File: config.mk
export PLATFORM = sky130hd
export DESIGN_NAME = sah_mul
export DESIGN_NICKNAME = d
export VERILOG_FILES = /design/src/hdl/sah_pkg.sv /design/src/hdl/sah_mul.sv
export SDC_FILE = /design/constraint.sdc
export NUM_CORES = 2
export LEC_CHECK = 0
export ABC_CLOCK_PERIOD_IN_PS = 21100
export BUFFER_PORTS_ARGS = -buffer_cell sky130_fd_sc_hd__clkbuf_2
export CAP_MARGIN = 25
export CORE_AREA = 5 5 295 297
export DETAILED_ROUTE_END_ITERATION = 10
export DIE_AREA = 0 0 300 302
export PLACE_DENSITY = 0.61
export SLEW_MARGIN = 20
export SYNTH_ARGS = -nofsm -noshare
export SYNTH_HDL_FRONTEND = slang
export SYNTH_SLANG_ARGS = --single-unit
export TNS_END_PERCENT = 5
File: constraint.sdc
create_clock -name clk -period 21.1 [get_ports clk]
set_input_delay 3.165 -clock clk [delete_from_list [all_inputs] [get_ports clk]]
set_output_delay 3.165 -clock clk [all_outputs]
set_load 0.02 [all_outputs]
File: src/hdl/sah_pkg.sv
// shared types, register codes and widths for the split cost unit
// no dependencies; every other file imports this package
`default_nettype none

package sah_pkg;

    localparam int COUNT_BITS_DEF = 20;
    localparam int COORD_BITS_DEF = 32;

    localparam int COST_BITS      = 48;
    localparam int FRAC_BITS      = 16;
    localparam int TRAV_BITS      = 24;
    localparam int ICOST_BITS     = 24;
    localparam int BONUS_BITS     = 17;
    localparam int CFG_DATA_BITS  = 24;
    localparam int CFG_INDEX_BITS = 2;
    localparam int KCOST_BITS     = ICOST_BITS + FRAC_BITS;
    localparam int MUL_CHUNK      = 32;

    localparam logic [TRAV_BITS-1:0]  TRAV_RESET  = 24'h010000;
    localparam logic [ICOST_BITS-1:0] ICOST_RESET = 24'h010000;
    localparam logic [BONUS_BITS-1:0] BONUS_RESET = 17'h00000;
    localparam logic [BONUS_BITS-1:0] BONUS_ONE   = 17'h10000;
    localparam logic [KCOST_BITS-1:0] KBONUS_RESET = 40'h01_0000_0000;

    typedef enum logic [CFG_INDEX_BITS-1:0] {
        REG_TRAVERSAL_COST,
        REG_INTERSECT_COST,
        REG_EMPTY_BONUS
    } cfg_reg_t;

    typedef enum logic [1:0] {
        AXIS_X,
        AXIS_Y,
        AXIS_Z
    } axis_t;

    typedef enum logic [2:0] {
        CASE_BOTH,
        CASE_LEFT_EMPTY,
        CASE_RIGHT_EMPTY,
        CASE_OUTSIDE,
        CASE_DEGENERATE
    } split_case_t;

    typedef struct packed {
        axis_t       axis;
        split_case_t scase;
        logic        force_max;
    } side_t;

endpackage

`default_nettype wire

File: src/hdl/sah_mul.sv
// two-stage unsigned multiplier: registered 32x32 partial products, then their sum
// depends on sah_pkg for the chunk width
`default_nettype none

module sah_mul
    import sah_pkg::*;
#(
    parameter int A_BITS = MUL_CHUNK,
    parameter int B_BITS = MUL_CHUNK
)(
    input  logic                       clk,
    input  logic                       en,
    input  logic [A_BITS-1:0]          a,
    input  logic [B_BITS-1:0]          b,
    output logic [A_BITS+B_BITS-1:0]   prod
);

    localparam int A_CH   = (A_BITS + MUL_CHUNK - 1) / MUL_CHUNK;
    localparam int B_CH   = (B_BITS + MUL_CHUNK - 1) / MUL_CHUNK;
    localparam int A_PAD  = A_CH * MUL_CHUNK;
    localparam int B_PAD  = B_CH * MUL_CHUNK;
    localparam int P_PAD  = A_PAD + B_PAD;
    localparam int P_BITS = A_BITS + B_BITS;
    localparam int PP_BITS = 2 * MUL_CHUNK;

    logic [A_PAD-1:0]   a_pad;
    logic [B_PAD-1:0]   b_pad;
    logic [PP_BITS-1:0] pp_reg  [A_CH][B_CH];
    logic [PP_BITS-1:0] pp_next [A_CH][B_CH];
    logic [P_PAD-1:0]   sum_next;
    logic [P_BITS-1:0]  prod_reg;

    assign a_pad = A_PAD'(a);
    assign b_pad = B_PAD'(b);

    always_comb
    begin
        for (int i = 0; i < A_CH; i++)
        begin
            for (int j = 0; j < B_CH; j++)
            begin
                pp_next[i][j] = PP_BITS'(a_pad[i*MUL_CHUNK +: MUL_CHUNK])
                              * PP_BITS'(b_pad[j*MUL_CHUNK +: MUL_CHUNK]);
            end
        end
    end

    always_comb
    begin
        sum_next = '0;
        for (int i = 0; i < A_CH; i++)
        begin
            for (int j = 0; j < B_CH; j++)
            begin
                sum_next = sum_next + (P_PAD'(pp_reg[i][j]) << (MUL_CHUNK * (i + j)));
            end
        end
    end

    always_ff @(posedge clk)
    begin
        if (en)
        begin
            pp_reg   <= pp_next;
            prod_reg <= P_BITS'(sum_next);
        end
    end

    assign prod = prod_reg;

endmodule

`default_nettype wire

==> results_dict.tcl <==
set metrics [dict create \
    postSynthNetCount 5083 \
    max-slew-margin-rel 0.298 \
    synth_cell_type_count 65 \
    timing.critical_path.fanout_max 32 \
    final_nets 5029 \
    syn_to_final_growth_pct 4.89 \
    synth-async-reset-ratio 0 \
    chipWidth_um 300 \
    fmax_mhz 90.5 \
    end_kind "flop" \
    synthDominantCellAreaShare 0.480 \
    gr-total-overflow 0 \
    detail_route.drc_violations 0 \
    tritoncts_clock_tree "built" \
    initial_utilization 0.443 \
    max_slew.worst_pin.slew_ps 1050 \
    finalMaxSlewViolations 0 \
    post-route-cell-area_um2 39200 \
    placementRows 107 \
    status "finished, final reports clean" \
    drive_above_1_share 0.0495 \
    synth.largest_area_cell "sky130_fd_sc_hd__fa_1" \
    layout.core_utilization 0.465 \
    worst_ep_required_time_ps 21270 \
    synth-seq-area-share 0.103 \
    drt_wl_total_um 104000 \
    setup.worst_path.class "primary input to flop" \
    syn_avg_cell_area_um2 9.69 \
    layout_worst_path_cycle_share 0.523 \
    dieHeight_um 302 \
    clk_pin_slew_ps 60 \
    cts_hold_buf 0 \
    synth_top_cells_by_count "896 x sky130_fd_sc_hd__fa_1, 868 x sky130_fd_sc_hd__inv_1, 604 x sky130_fd_sc_hd__and2_1" \
    syn-cell-area_um2 37400 \
    cp.arrival_ps 11210 \
    clockBufferDepth 2 \
    worst_setup_path_start_kind "primary input" \
    synth-edff-count 128 \
    setup-tns-final_ps 0 \
    route.vias.total 25700 \
    worstRegToRegCells 0 \
    core_box_area_um2 84300 \
    largest_net_degree_at_the_start_of_global_routing 74 \
    number_of_instances_in_the_synthesized_netlist 3858 \
    root_buffer "sky130_fd_sc_hd__clkbuf_16" \
    place.port_buffers 129 \
    setup-violations-final 0 \
    whs_path_depth 0 \
    finalCriticalPeriod_ps 11040 \
    cp_slowest_cell "sky130_fd_sc_hd__clkbuf_2" \
    initial_antenna_violation_count 7 \
    grt_setup_unrepaired "no" \
    antenna_left 0 \
    cts.repair.resized 0 \
    synth.ff_latch_count 128 \
    dpl_cell_area_um2 38700 \
    cts.htree.levels 4 \
    critical_path.max_stage_delay_ps 660 \
    ports 130 \
    final-hold-violation-count 0 \
    worst_clock_skew_ps 9.80 \
    routedWlPerCell_um 21.1 \
    numClockSinks 128 \
    clock_insertion_delay_worst_skew_ps 420 \
    synth_area_leaders "sky130_fd_sc_hd__fa_1 48%, sky130_fd_sc_hd__edfxtp_1 10%, sky130_fd_sc_hd__and2_1 10%" \
    first_global_vias 28200 \
    firstDrtPassIters 5 \
    clock_buffers_created_by_tritoncts 17 \
    timing.critical_path.cells "clkbuf_2, nand2_1, fa_1, inv_1, fa_1, inv_1, fa_1, inv_1, fa_1, fa_1, fa_1, fa_1, inv_1, fa_1, inv_1, ha_1, nand4_1, nor4_1, nand2_1, o221ai_1, o21ai_1, nor4_1, nor3_1, xnor2_1" \
    yosysWarnings 0 \
    drv_cap 0 \
    ys.flop_type "sky130_fd_sc_hd__edfxtp_1" \
    critical_path.most_common_cell "sky130_fd_sc_hd__fa_1" \
    yosys.cell_count.top_type "sky130_fd_sc_hd__fa_1" \
    place_congestion 0.889 \
    worstHoldPathType "flop to flop" \
    initialDrtViolationCount 1559 \
    grt_pass1_wl_um 164000 \
    post-dp-hpwl_um 78500 \
    dieArea_um2 90600 \
    postCtsSetupBuffers 0 \
    track_usage 0.235 \
    avgViaCountPerCell 5.24 \
]
critical path: cells and delay by family:
kind	cells	cell delay, ps
AO/OA/AOI/OAI	2	830
XOR/XNOR	1	120
adder cells (fa/ha/maj)	9	4620
buffers and inverters	6	940
AND/OR/NAND/NOR	6	1500
path summary, 6_finish.rpt:
check,start,end,slack (ps)
max,b[8],pp_reg[54]$_DFFE_PP_,10060
min,pp_reg[26]$_DFFE_PP_,prod[26]$_DFFE_PP_,410
max reg2reg,pp_reg[51]$_DFFE_PP_,prod[51]$_DFFE_PP_,20410
min reg2reg,pp_reg[26]$_DFFE_PP_,prod[26]$_DFFE_PP_,410
per-stage QoR:
step | worst slack [ps] | hold slack [ps] | std cells
global placement | 9800 | 402 | 4875
floorplan | 11320 | 400 | 3858
detailed placement | 9770 | 405 | 4875
CTS | 10210 | 413 | 4905
finish | 10060 | 411 | 4911
global route | 9740 | 411 | 4906
per-layer routing:
metal,global-route usage,part of all wire,vias up
li1,-,-,11200
met1,0.289,0.38,13600
met2,0.424,0.52,738
met3,0.0291,0.050,194
met4,0.0959,0.050,4
met5,0,0.00027,-
logic make-up (layout without fill, tap and decap cells):
family          after synthesis  count (layout)  synth area share
xor+xnor                     60              60            0.0141
flops                       128             128             0.103
simple gates               1205            1205             0.168
compound gates              219             219            0.0376
buf+inv                    1087            1044             0.109
other cells                   0               6                 0
fa+ha+maj                  1159            1159             0.568
final cells by class:
cell class | instances | area [um2]
inverters | 868 | 3260
clock buffers | 21 | 440
flip-flops and latches | 128 | 3840
well taps | 1090 | 1360
fillers | 8046 | 45100
repair buffers | 146 | 776
multi-input cells | 2643 | 29400
diodes | 6 | 15.0
clock inverters | 9 | 68.8
placed cells by master, fill, tap and decap left out, types with 27 or more instances in the layout:
cell type,instances
sky130_fd_sc_hd__o21ai_0,41
sky130_fd_sc_hd__nand2_1,479
sky130_fd_sc_hd__nor2_1,27
sky130_fd_sc_hd__inv_1,868
sky130_fd_sc_hd__and2_1,604
sky130_fd_sc_hd__ha_1,263
sky130_fd_sc_hd__edfxtp_1,128
sky130_fd_sc_hd__a21oi_1,75
sky130_fd_sc_hd__fa_1,896
sky130_fd_sc_hd__xnor2_1,34
sky130_fd_sc_hd__clkbuf_2,128
Power is not shown: default switching activity piles up to over one toggle a cycle in this logic, so the estimate is an artifact.
